===== src/design/pba_pkg.sv =====
`timescale 1ns / 1ps
`default_nettype none
package pba_pkg;

  localparam int PARTICLES_DEF = 32;
  localparam int FRACTION_BITS_DEF = 6;
  localparam int POS_W = 22;
  localparam int SPDX_W = 8;
  localparam int SPDY_W = 16;

  localparam logic CMD_LAUNCH = 1'b0;
  localparam logic CMD_TICK   = 1'b1;

  localparam logic [1:0] CFG_BG      = 2'd0;
  localparam logic [1:0] CFG_VSPEED  = 2'd1;
  localparam logic [1:0] CFG_GRAVITY = 2'd2;

  typedef struct packed {
    logic        command;
    logic [9:0]  start_x;
    logic [9:0]  start_y;
    logic [15:0] draw_colour;
    logic [15:0] burst_ticks;
    logic [31:0] draw_mask;
  } in_item_t;

  typedef struct packed {
    logic signed [15:0] pixel_x;
    logic signed [15:0] pixel_y;
    logic [15:0]        pixel_colour;
    logic [15:0]        time_left;
    logic               last;
  } out_item_t;

  // Control for the cells in the chain; launch and shift are shared by all cells.
  typedef struct packed {
    logic launch;
    logic shift;
    logic move;
  } cell_ctrl_t;

  // Quarter-wave sine, 64 = 1.0.
  function automatic logic [6:0] sine_q(input logic [3:0] i);
    logic [6:0] v;
    begin
      case (i)
        4'd0: v = 7'd0;
        4'd1: v = 7'd12;
        4'd2: v = 7'd24;
        4'd3: v = 7'd36;
        4'd4: v = 7'd45;
        4'd5: v = 7'd53;
        4'd6: v = 7'd59;
        4'd7: v = 7'd63;
        4'd8: v = 7'd64;
        default: v = 7'd0;
      endcase
      return v;
    end
  endfunction

endpackage
`default_nettype wire


===== src/design/pba_cell.sv =====
`timescale 1ns / 1ps
`default_nettype none
// One particle slot. Slots form a ring; on shift each takes its neighbor's
// state, optionally advanced by one tick of motion.
module pba_cell (
  input  wire logic                                    clk,
  input  wire pba_pkg::cell_ctrl_t                     ctrl,
  input  wire logic signed [pba_pkg::POS_W-1:0]        launch_x,
  input  wire logic signed [pba_pkg::POS_W-1:0]        launch_y,
  input  wire logic signed [pba_pkg::SPDX_W-1:0]       launch_vx,
  input  wire logic signed [pba_pkg::SPDY_W-1:0]       launch_vy,
  input  wire logic signed [7:0]                       gravity,
  input  wire logic signed [pba_pkg::POS_W-1:0]        prev_px,
  input  wire logic signed [pba_pkg::POS_W-1:0]        prev_py,
  input  wire logic signed [pba_pkg::SPDX_W-1:0]       prev_vx,
  input  wire logic signed [pba_pkg::SPDY_W-1:0]       prev_vy,
  output logic signed [pba_pkg::POS_W-1:0]             px_r,
  output logic signed [pba_pkg::POS_W-1:0]             py_r,
  output logic signed [pba_pkg::SPDX_W-1:0]            vx_r,
  output logic signed [pba_pkg::SPDY_W-1:0]            vy_r
);
  import pba_pkg::*;

  localparam logic signed [POS_W:0] PMAX = (POS_W+1)'((1 << (POS_W-1)) - 1);
  localparam logic signed [POS_W:0] PMIN = -(POS_W+1)'(1 << (POS_W-1));
  localparam logic signed [SPDY_W:0] VMAX = (SPDY_W+1)'((1 << (SPDY_W-1)) - 1);
  localparam logic signed [SPDY_W:0] VMIN = -(SPDY_W+1)'(1 << (SPDY_W-1));

  logic signed [POS_W:0]  sx, sy;
  logic signed [SPDY_W:0] sv;
  logic signed [POS_W-1:0]  nx, ny;
  logic signed [SPDY_W-1:0] nv;

  // Saturating motion update of the neighbor's particle.
  always_comb begin
    sx = {prev_px[POS_W-1], prev_px} + (POS_W+1)'(prev_vx);
    sy = {prev_py[POS_W-1], prev_py} + (POS_W+1)'(prev_vy);
    sv = {prev_vy[SPDY_W-1], prev_vy} + (SPDY_W+1)'(gravity);
    nx = (sx > PMAX) ? PMAX[POS_W-1:0] : (sx < PMIN) ? PMIN[POS_W-1:0] : sx[POS_W-1:0];
    ny = (sy > PMAX) ? PMAX[POS_W-1:0] : (sy < PMIN) ? PMIN[POS_W-1:0] : sy[POS_W-1:0];
    nv = (sv > VMAX) ? VMAX[SPDY_W-1:0] : (sv < VMIN) ? VMIN[SPDY_W-1:0] : sv[SPDY_W-1:0];
  end

  always_ff @(posedge clk) begin
    if (ctrl.launch) begin
      px_r <= launch_x;
      py_r <= launch_y;
      vx_r <= launch_vx;
      vy_r <= launch_vy;
    end else if (ctrl.shift) begin
      if (ctrl.move) begin
        px_r <= nx;
        py_r <= ny;
        vy_r <= nv;
      end else begin
        px_r <= prev_px;
        py_r <= prev_py;
        vy_r <= prev_vy;
      end
      vx_r <= prev_vx;
    end
  end

endmodule
`default_nettype wire


===== src/design/particle_burst_animator_top.sv =====
`timescale 1ns / 1ps
`default_nettype none
// Launch: accepted while idle, no results; the block stays idle and ready.
// Tick: 32 erase items, then, while time remains, a moving pass with up to 32
// drawn items; one slot per cycle, unless the output stalls, as the ring of
// particle cells rotates. An accepted tick sets the state register to erase,
// then the output register loads; input waits for both passes and any stalls.
// Synchronous active-low reset clears control and all particles and sets config defaults.
module particle_burst_animator_top #(
  parameter int PARTICLES     = pba_pkg::PARTICLES_DEF,
  parameter int FRACTION_BITS = pba_pkg::FRACTION_BITS_DEF
) (
  input  wire logic               clk,
  input  wire logic               rst_n,
  input  wire logic               in_valid,
  output logic                    in_ready,
  input  wire pba_pkg::in_item_t  in_data,
  output logic                    out_valid,
  input  wire logic               out_ready,
  output pba_pkg::out_item_t      out_data,
  input  wire logic               cfg_valid,
  output logic                    cfg_ready,
  input  wire logic [1:0]         cfg_index,
  input  wire logic [15:0]        cfg_data
);
  import pba_pkg::*;

  localparam int CW = $clog2(PARTICLES);
  localparam logic [1:0] S_IDLE  = 2'd0;
  localparam logic [1:0] S_ERASE = 2'd1;
  localparam logic [1:0] S_DRAW  = 2'd2;
  localparam logic [1:0] S_INIT  = 2'd3;

  logic [1:0]         state_r, state_nxt;
  logic [CW-1:0]      cnt_r, cnt_nxt;
  logic [15:0]        bg_r;
  logic signed [10:0] ivs_r;
  logic signed [7:0]  grav_r;
  logic [15:0]        time_r;
  logic [15:0]        tcur_r;
  logic [15:0]        colour_r;
  logic [31:0]        mask_r;
  out_item_t          out_r;
  logic               ov_r;

  logic signed [POS_W-1:0]  px  [PARTICLES];
  logic signed [POS_W-1:0]  py  [PARTICLES];
  logic signed [SPDX_W-1:0] vx  [PARTICLES];
  logic signed [SPDY_W-1:0] vy  [PARTICLES];
  logic signed [SPDY_W-1:0] lvy [PARTICLES];
  logic signed [SPDX_W-1:0] lvx [PARTICLES];
  cell_ctrl_t               ctrl;
  logic                     emit, can_out, init_pass, out_load;
  logic signed [POS_W-1:0]  lx, ly;
  logic signed [POS_W-1:0]  hx, hy;
  logic signed [POS_W-1:0]  shx, shy;

  assign can_out  = !ov_r || out_ready;
  assign in_ready = (state_r == S_IDLE) && rst_n;
  assign cfg_ready = 1'b1;
  assign out_valid = ov_r;
  assign out_data  = out_r;

  // Launch position: pixels scaled into fixed point, always in range.
  assign lx = POS_W'({in_data.start_x, FRACTION_BITS'(0)});
  assign ly = POS_W'({in_data.start_y, FRACTION_BITS'(0)});

  // Launch velocities per direction, fixed by slot, plus the configured offset on vy.
  for (genvar k = 0; k < PARTICLES; k++) begin : g_dir
    localparam int Q = k / 8;
    localparam int R = k % 8;
    logic signed [7:0] sx0, sy0;
    logic signed [SPDY_W:0] s;
    always_comb begin
      case (Q)
        0: begin sx0 = 8'(sine_q(4'(8 - R)));  sy0 = 8'(sine_q(4'(R))); end
        1: begin sx0 = -8'(sine_q(4'(R)));     sy0 = 8'(sine_q(4'(8 - R))); end
        2: begin sx0 = -8'(sine_q(4'(8 - R))); sy0 = -8'(sine_q(4'(R))); end
        default: begin sx0 = 8'(sine_q(4'(R))); sy0 = -8'(sine_q(4'(8 - R))); end
      endcase
      s = (SPDY_W+1)'(sy0) + (SPDY_W+1)'(ivs_r);
      lvx[k] = SPDX_W'(sx0);
      lvy[k] = s[SPDY_W-1:0];
    end
  end

  // Ring of cells; head is slot 0, data rotates toward lower slots.
  assign ctrl.launch = (in_valid && in_ready && in_data.command == CMD_LAUNCH) || init_pass;
  assign ctrl.shift  = emit;
  assign ctrl.move   = (state_r == S_DRAW);
  assign init_pass   = (state_r == S_INIT);

  for (genvar k = 0; k < PARTICLES; k++) begin : g_cell
    localparam int NXT = (k + 1) % PARTICLES;
    cell_ctrl_t cctrl;
    // Only the slot fed from the head applies motion, so each particle moves
    // once per pass.
    assign cctrl.launch = ctrl.launch;
    assign cctrl.shift  = ctrl.shift;
    assign cctrl.move   = (k == PARTICLES - 1) ? ctrl.move : 1'b0;
    pba_cell u_cell (
      .clk(clk), .ctrl(cctrl),
      .launch_x(init_pass ? '0 : lx), .launch_y(init_pass ? '0 : ly),
      .launch_vx(init_pass ? '0 : lvx[k]), .launch_vy(init_pass ? '0 : lvy[k]),
      .gravity(grav_r),
      .prev_px(px[NXT]), .prev_py(py[NXT]), .prev_vx(vx[NXT]), .prev_vy(vy[NXT]),
      .px_r(px[k]), .py_r(py[k]), .vx_r(vx[k]), .vy_r(vy[k])
    );
  end

  // Head cell holds the particle being emitted; in a draw pass the moved
  // value is what slot PARTICLES-1 receives, computed here once more.
  logic signed [POS_W:0] mx, my;
  localparam logic signed [POS_W:0] PMAX = (POS_W+1)'((1 << (POS_W-1)) - 1);
  localparam logic signed [POS_W:0] PMIN = -(POS_W+1)'(1 << (POS_W-1));
  always_comb begin
    mx = {px[0][POS_W-1], px[0]} + (POS_W+1)'(vx[0]);
    my = {py[0][POS_W-1], py[0]} + (POS_W+1)'(vy[0]);
    hx = (mx > PMAX) ? PMAX[POS_W-1:0] : (mx < PMIN) ? PMIN[POS_W-1:0] : mx[POS_W-1:0];
    hy = (my > PMAX) ? PMAX[POS_W-1:0] : (my < PMIN) ? PMIN[POS_W-1:0] : my[POS_W-1:0];
    if (state_r == S_DRAW) begin
      shx = hx >>> FRACTION_BITS;
      shy = hy >>> FRACTION_BITS;
    end else begin
      shx = px[0] >>> FRACTION_BITS;
      shy = py[0] >>> FRACTION_BITS;
    end
  end

  // One slot per cycle while the output register can take an item.
  assign emit = ((state_r == S_ERASE) || (state_r == S_DRAW)) && can_out;
  assign out_load = emit && ((state_r == S_ERASE) || mask_r[cnt_r]);

  always_comb begin
    state_nxt = state_r;
    cnt_nxt   = cnt_r;
    case (state_r)
      S_IDLE: begin
        if (in_valid && in_data.command == CMD_TICK) begin
          state_nxt = S_ERASE;
          cnt_nxt   = '0;
        end
      end
      S_ERASE: begin
        if (emit) begin
          cnt_nxt = cnt_r + 1'b1;
          if (cnt_r == CW'(PARTICLES - 1)) begin
            state_nxt = (tcur_r != 16'd0) ? S_DRAW : S_IDLE;
          end
        end
      end
      S_DRAW: begin
        if (emit) begin
          cnt_nxt = cnt_r + 1'b1;
          if (cnt_r == CW'(PARTICLES - 1)) begin
            state_nxt = S_IDLE;
          end
        end
      end
      S_INIT: state_nxt = S_IDLE;
      default: state_nxt = S_IDLE;
    endcase
  end

  always_ff @(posedge clk) begin
    if (!rst_n) begin
      state_r  <= S_INIT;
      cnt_r    <= '0;
      bg_r     <= '0;
      ivs_r    <= -11'sd128;
      grav_r   <= 8'sd1;
      time_r   <= '0;
      colour_r <= '0;
      ov_r     <= 1'b0;
    end else begin
      state_r <= state_nxt;
      cnt_r   <= cnt_nxt;
      if (cfg_valid) begin
        case (cfg_index)
          CFG_BG:      bg_r   <= cfg_data;
          CFG_VSPEED:  ivs_r  <= cfg_data[10:0];
          CFG_GRAVITY: grav_r <= cfg_data[7:0];
          default: ;
        endcase
      end
      if (in_valid && in_ready) begin
        if (in_data.command == CMD_LAUNCH) begin
          colour_r <= in_data.draw_colour;
          time_r   <= in_data.burst_ticks;
        end else begin
          tcur_r <= time_r;
          mask_r <= in_data.draw_mask;
        end
      end
      if (state_r == S_DRAW && emit && cnt_r == CW'(PARTICLES - 1)) begin
        time_r <= time_r - 16'd1;
      end
      // A new item replaces or keeps the register full; otherwise it empties
      // when taken.
      ov_r <= out_load || (ov_r && !out_ready);
    end
  end

  // Output register payload; last is the final erase when no drawn item follows
  // (no time left or an empty mask), or the highest set mask bit of a draw pass.
  logic [31:0] rest;
  assign rest = (32'hFFFF_FFFE << cnt_r);
  always_ff @(posedge clk) begin
    if (out_load) begin
      out_r.pixel_x   <= shx[15:0];
      out_r.pixel_y   <= shy[15:0];
      out_r.time_left <= tcur_r;
      if (state_r == S_ERASE) begin
        out_r.pixel_colour <= bg_r;
        out_r.last <= (cnt_r == CW'(PARTICLES - 1)) &&
                      ((tcur_r == 16'd0) || (mask_r == 32'd0));
      end else begin
        out_r.pixel_colour <= colour_r;
        out_r.last <= ((mask_r & rest) == 32'd0);
      end
    end
  end

endmodule
`default_nettype wire


===== config.mk =====
export PLATFORM = sky130hd
export DESIGN_NAME = particle_burst_animator_top
export DESIGN_NICKNAME = d
export VERILOG_FILES = /design/src/design/pba_pkg.sv /design/src/design/pba_cell.sv /design/src/design/particle_burst_animator_top.sv
export SDC_FILE = /design/constraint.sdc
export NUM_CORES = 2
export LEC_CHECK = 0
export BUFFER_PORTS_ARGS = -buffer_cell sky130_fd_sc_hd__buf_4
export CAP_MARGIN = 20
export CORE_MARGIN = 2
export CORE_UTILIZATION = 57
export DETAILED_ROUTE_END_ITERATION = 8
export GPL_TIMING_DRIVEN = 0
export PLACE_DENSITY = 0.76
export SYNTH_ARGS = -nofsm -noshare
export SYNTH_HDL_FRONTEND = slang
export SYNTH_SLANG_ARGS = --single-unit

===== constraint.sdc =====
create_clock -name clk -period 58.5 [get_ports clk]
set_clock_uncertainty 0.05 [all_clocks]
set_input_delay 11.7 -clock clk [delete_from_list [all_inputs] [get_ports clk]]
set_output_delay 11.7 -clock clk [all_outputs]
set_load 0.02 [all_outputs]

# Yosys cells after proc, flatten, opt, wreduce, memory -nomap -nowiden
# Cells that the tools add are included.
# W data, S select, Z words.
# totals
ff_bits,2364
in_bits,108
output_inout_bits,68
wordCells,538
# classes
addsub,21
magnitude_cmp,7
n_eq_ne,13
shift,1
n_mux,315
bitwise,2
n_reduce_logical,36
# ops
operator,n
$mux W22,134
$mux W16,92
$mux W8,68
$add A7 B11 Y12 const A,11
$logic_not A32 Y1,2
$gt A23 B22 Y1 const B,2
$lt A23 B22 Y1 const B,2
$and A32 B32 Y32,1
$shl A32 B5 Y32 const A,1
$mux W6,5
$add A5 B11 Y12 const A,2
$add A6 B11 Y12 const A,2
$add A22 B16 Y23,1
$add A22 B8 Y23,1
$add A16 B8 Y17,1
$gt A17 B16 Y1 const B,1
$lt A17 B16 Y1 const B,1
$logic_not A16 Y1,1
$reduce_bool A16 Y1,1
$sub A16 B1 Y16 const B,1
$mux W5,3
$add A8 B11 Y12 const A,1
$mux W2,6
$ne A2 B1 Y1 const B,6
22 further kinds,49

# Depth between registers and ports, before layout
# logic_depth
word_depth,7
mapped_depth,13
ltp_nobuf,11

# By module
# From an unflattened synthesis, not the netlist that was laid out.
# hier_totals
cells_unflattened,24802
hier_area_um2,217645.0
# modules_own_cells
module,n_inst,cells_each,area_per_inst_um2,seq_area_each_um2
pba_cell (g_cell[10].u_cell ...),23,746,6478.7,2042.0
pba_cell (g_cell[0].u_cell ...),5,674,6148.4,2042.0
particle_burst_animator_top,1,1457,12672.2,4894.7
pba_cell (g_cell[7].u_cell ...),2,681,6178.4,2042.0
pba_cell (g_cell[9].u_cell),1,753,6590.1,2042.0
pba_cell (g_cell[6].u_cell),1,702,6273.5,2042.0

# Worst setup path before layout
# No wires, ideal clock.
# synth_path
path_kind,input port to flip-flop
from,in in_valid
to,reg g_cell[0].u_cell.px_r[0] (netlist bit) (enable)
setup_ns,14.462
arrival_ns,47.775
required_ns,43.988
setup_slack_ns,-3.787
cell_stages,7
path_buffers,4
cell_sequence,nor3b_1 -> buf_2 -> nor2_1 -> clkbuf_1 -> clkbuf_1 -> clkbuf_1 -> nand2_1
# synth_via
elab_chain_len,4
# synth_rtl
item,line,text
start: declaration,particle_burst_animator_top.sv:15,"input wire logic in_valid,"
$logic_and A1 B1 Y1 (2 in series),particle_burst_animator_top.sv:88,assign ctrl.launch = (in_valid && in_ready && in_data.command == CMD_LAUNCH) || init_pass;
$logic_or A1 B1 Y1,particle_burst_animator_top.sv:88,
$reduce_bool A2 Y1 (no source line),n/a,
end signal: assignment,pba_cell.sv:46,px_r <= launch_x;
end signal: assignment,pba_cell.sv:52,px_r <= nx;
end signal: assignment,pba_cell.sv:56,px_r <= prev_px;
end: declaration,pba_cell.sv:17,"output logic signed [pba_pkg::POS_W-1:0] px_r,"
# No other way between the ends.
# A chain may end at the register's enable or synchronous reset.

# Final worst setup path
# layout_path
from,in rst_n
to,out in_ready
# layout_via
elab_chain_len,1
# layout_rtl
item,line,text
start: declaration,particle_burst_animator_top.sv:14,"input wire logic rst_n,"
$logic_and A1 B1 Y1,particle_burst_animator_top.sv:59,assign in_ready = (state_r == S_IDLE) && rst_n;
end: declaration,particle_burst_animator_top.sv:16,"output logic in_ready,"
# No other way between the ends.

==> flow_metrics.tcl <==
set metrics [dict create \
    status "complete, no violations" \
    syn_area_per_cell_um2 14.0 \
    htreeDepth 4 \
    cts.reportedPaths.clkPinSlew_ns 0.06 \
    dieArea_mm2 0.172 \
    p_leak_uw 0.0460 \
    ios 176 \
    path_cells "buf_4 > nand2_1 > inv_1 > buf_4" \
    synth_top_family_by_area "simple AND/OR/NAND/NOR gates" \
    route.detailed.wl_per_inst_um 23.3 \
    synth_cell_type_count 88 \
    ys_seq_area_share_pct 72.9 \
    clock_latency_ns 0.88 \
    rows 150 \
    cts_hold_buf 0 \
    relSlewSlack_pct 17.6 \
    grt-ovfl-total 0 \
    core_mm2 0.167 \
    worstPathArrival_ns 12.16 \
    synthMuxAreaShare_pct 0.561 \
    worst_slack_ns 34.59 \
    first_global_vias 55300 \
    drv_slew 0 \
    gp_congestion 0.961 \
    cp.required_ns 46.75 \
    die_w_um 415 \
    io_buffers 174 \
    rsz0062_at_grt "false" \
    syn_area_mm2 0.0962 \
    first_iter_violations 6751 \
    initial_core_util_pct 57.4 \
    viasPerCell 5.85 \
    cts_buffers 227 \
    tns_ns 0 \
    cp_max_fo 6 \
    slowest_delay_ns 0.16 \
    drc 0 \
    syn_inst 6855 \
    synthArstFlopShare_pct 0 \
    fillerInstances 11800 \
    synth_nets 7049 \
    antenna_left 0 \
    cap_viol_max_count 0 \
    finalSetupViolations 0 \
    period_share_pct 40.9 \
    critPathLaunchType "input port" \
    vias 56600 \
    cp-end-kind "output pin" \
    timing.final.crit_period_ns 23.91 \
    dp_worst_setup_slack_ns 34.57 \
    drt-total-wl_mm 226 \
    grt_use_total_pct 26.0 \
    synth_fa_ha_area_share_pct 1.20 \
    synth_xor_area_share_pct 1.25 \
    cts_resized 0 \
    crit_path_top_delay_cell "buf_4" \
    worstHoldPathType "register to register" \
    cts_setup_buffers 0 \
    firstDrtPassIters 8 \
    hpwl_mm 154 \
    die_height_um 415 \
    yosys_warnings 0 \
    worst_pin_slew_ns 1.23 \
    worst-setup-path-type "input port to output pin" \
    ys_seq_elements 2364 \
    fmax_mhz 41.8 \
    cts_tree "done" \
    clock-root-buffer "clkbuf_16" \
    hold_viol 0 \
    grt_pass1_wl_mm 338 \
    synth_edf_count 2273 \
    cpMostUsedCell "buf_4" \
    finalNetCount 7487 \
    synth_compound_area_share_pct 10.9 \
    ys.flop_type "edfxtp_1" \
    vdd_drop_max_mv 0.0700 \
    synthSimpleGateAreaFrac_pct 11.2 \
    ctsLongestPathBuffers 3 \
    power_density_mw_per_mm2 65.0 \
    areaGrowthSynthToFinish_pct 12.7 \
    grt_start_max_net_pins 137 \
    drive_gt1_share_pct 8.17 \
    cts_sinks 2364 \
    antenna_found_initial 7 \
]
[synth_stat cells (all sizes together) (5+ instances only)]
| cell type | instances | area (um2) |
|---|---|---|
| nor2 | 422 | 1580 |
| or2 | 13 | 81.3 |
| nand2b | 13 | 81.3 |
| xnor2 | 92 | 806 |
| nor4 | 13 | 96.3 |
| edfxtp | 2273 | 68300 |
| o21bai | 10 | 75.1 |
| nand4 | 10 | 62.6 |
| nor2b | 21 | 131 |
| a22oi | 6 | 45.0 |
| mux2i | 10 | 100 |
| a21oi | 369 | 1850 |
| maj3 | 6 | 60.1 |
| xor2 | 45 | 394 |
| a211oi | 35 | 263 |
| o21ai | 112 | 561 |
| and2 | 901 | 5640 |
| nor3 | 32 | 165 |
| clkbuf | 416 | 1560 |
| dfxtp | 91 | 1820 |
| a211o | 6 | 52.6 |
| o31ai | 11 | 82.6 |
| a221oi | 5 | 50.0 |
| a311oi | 5 | 43.8 |
| buf | 48 | 203 |
| o22ai | 13 | 81.3 |
| inv | 49 | 184 |
| or3 | 8 | 55.1 |
| o221ai | 5 | 43.8 |
| nand2 | 674 | 2530 |
| nor3b | 5 | 37.5 |
| nand3 | 25 | 125 |
| o21a | 143 | 1070 |
| a21o | 741 | 5560 |
| and3 | 14 | 87.6 |
| mux4 | 10 | 225 |
| a31oi | 25 | 156 |
| o211ai | 14 | 105 |
| mux2 | 19 | 214 |
| ha | 83 | 1040 |
[area by class of cell]
class                      instances  area, um2  share of cell area [%]
sequential                      2364      70100                    64.7
multi-input combinational       3977      24200                    22.3
clock buffer                     284       6100                    5.63
tap                             2204       2760                    2.54
timing repair buffer             209       2020                    1.86
buffer                           464       1760                    1.63
clock inverter                   135       1290                    1.19
inverter                          50        188                   0.173
antenna                            1       2.50                 0.00231
[critical path, delay by kind of cell]
family                 cells  cell delay (ns)
buffers and inverters      3             0.40
AND/OR/NAND/NOR            1             0.07
[sequential cells by signal, indices dropped and copies added, names as in the netlist, 16 cells and up]
register            cells
time_r                 16
g_cell.u_cell.py_r    704
colour_r               16
tcur_r                 16
g_cell.u_cell.px_r    704
g_cell.u_cell.vx_r    256
g_cell.u_cell.vy_r    512
bg_r                   16
mask_r                 32
out_data               65
[cells by family (layout without fill, tap and decap cells)]
family | count (synthesis) | in the layout
other | 1 | 2
flip-flops | 2364 | 2364
buffers and inverters | 514 | 1142
AND/OR/NAND/NOR | 2166 | 2166
AO/OA/AOI/OAI | 1542 | 1542
XOR/XNOR | 137 | 137
adder cells (fa/ha/maj) | 92 | 92
multiplexers | 39 | 39
[cells in the final DEF (no fill, tap or decap), types with 12 or more instances in the layout]
cell       Yosys  routed
o21a_1       143     143
o22ai_1       13      13
clkinv_1       1      45
a31oi_1       25      25
a21o_1       741     741
buf_16         0      19
nor2_1       422     421
buf_1         37      37
and2_1       898     898
bufinv_16      0      21
clkinv_2       0      46
a21oi_1      369     369
nor3_1        31      31
nand3_1       25      25
edfxtp_1    2273    2273
inv_1         47      47
clkbuf_16      0     234
ha_1          83      83
nand2b_1      13      13
mux2_2        19      19
a211oi_1      35      35
nor2b_1       21      21
nor4_1        12      12
clkbuf_1     416     460
buf_4          1     183
o211ai_1      14      14
and3_1        14      13
nand2_1      674     673
o21ai_0      108     108
dfxtp_1       91      91
xnor2_1       92      92
xor2_1        45      45
or2_2         12      12
[layer usage]
layer / share of wire (%) / GRT usage, % / wire (um)
met5: 0.0058 / 0 / 13
met4: 4.3 / 10.8 / 9720
met3: 6.1 / 3.83 / 13800
met2: 48 / 42.4 / 109000
met1: 41 / 35.5 / 93100
[worst paths after layout]
check | start | to | slack, ns | cells past startpoint
worst max-delay path | rst_n | in_ready | 34.59 | 4
worst max register to register | state_r[0]$_SDFFE_PN1P_ | g_cell[31].u_cell.py_r[11]$_DFFE_PP_ | 51.28 | 16
worst min register to register | tcur_r[2]$_DFFE_PP_ | out_data[3]$_DFFE_PP_ | 0.37 | 0
worst min-delay path | tcur_r[2]$_DFFE_PP_ | out_data[3]$_DFFE_PP_ | 0.37 | 0
[report_power, final]
group | switching (uW) | leakage [uW] | internal (uW) | total (uW)
Clock | 632 | 0.00361 | 830 | 1460
Combinational | 1530 | 0.0173 | 664 | 2200
Sequential | 239 | 0.0250 | 3140 | 3380
Total | 2400 | 0.0460 | 4640 | 7040
[stage by stage]
stage               power, uW  instance area, um2  hold WS (ns)  utilization [%]  instances
global placement         7150              100000         0.384             59.9       9233
CTS                      7070              108000         0.385             64.7       9681
global route             7380              108000         0.396             64.7       9687
finish                   7040              108000         0.368             64.7       9688
detailed placement       5590              101000         0.384             60.3       9262
floorplan                6410               96200         0.377                -       6855
No activity file was read; power rests on OpenSTA's default activity.
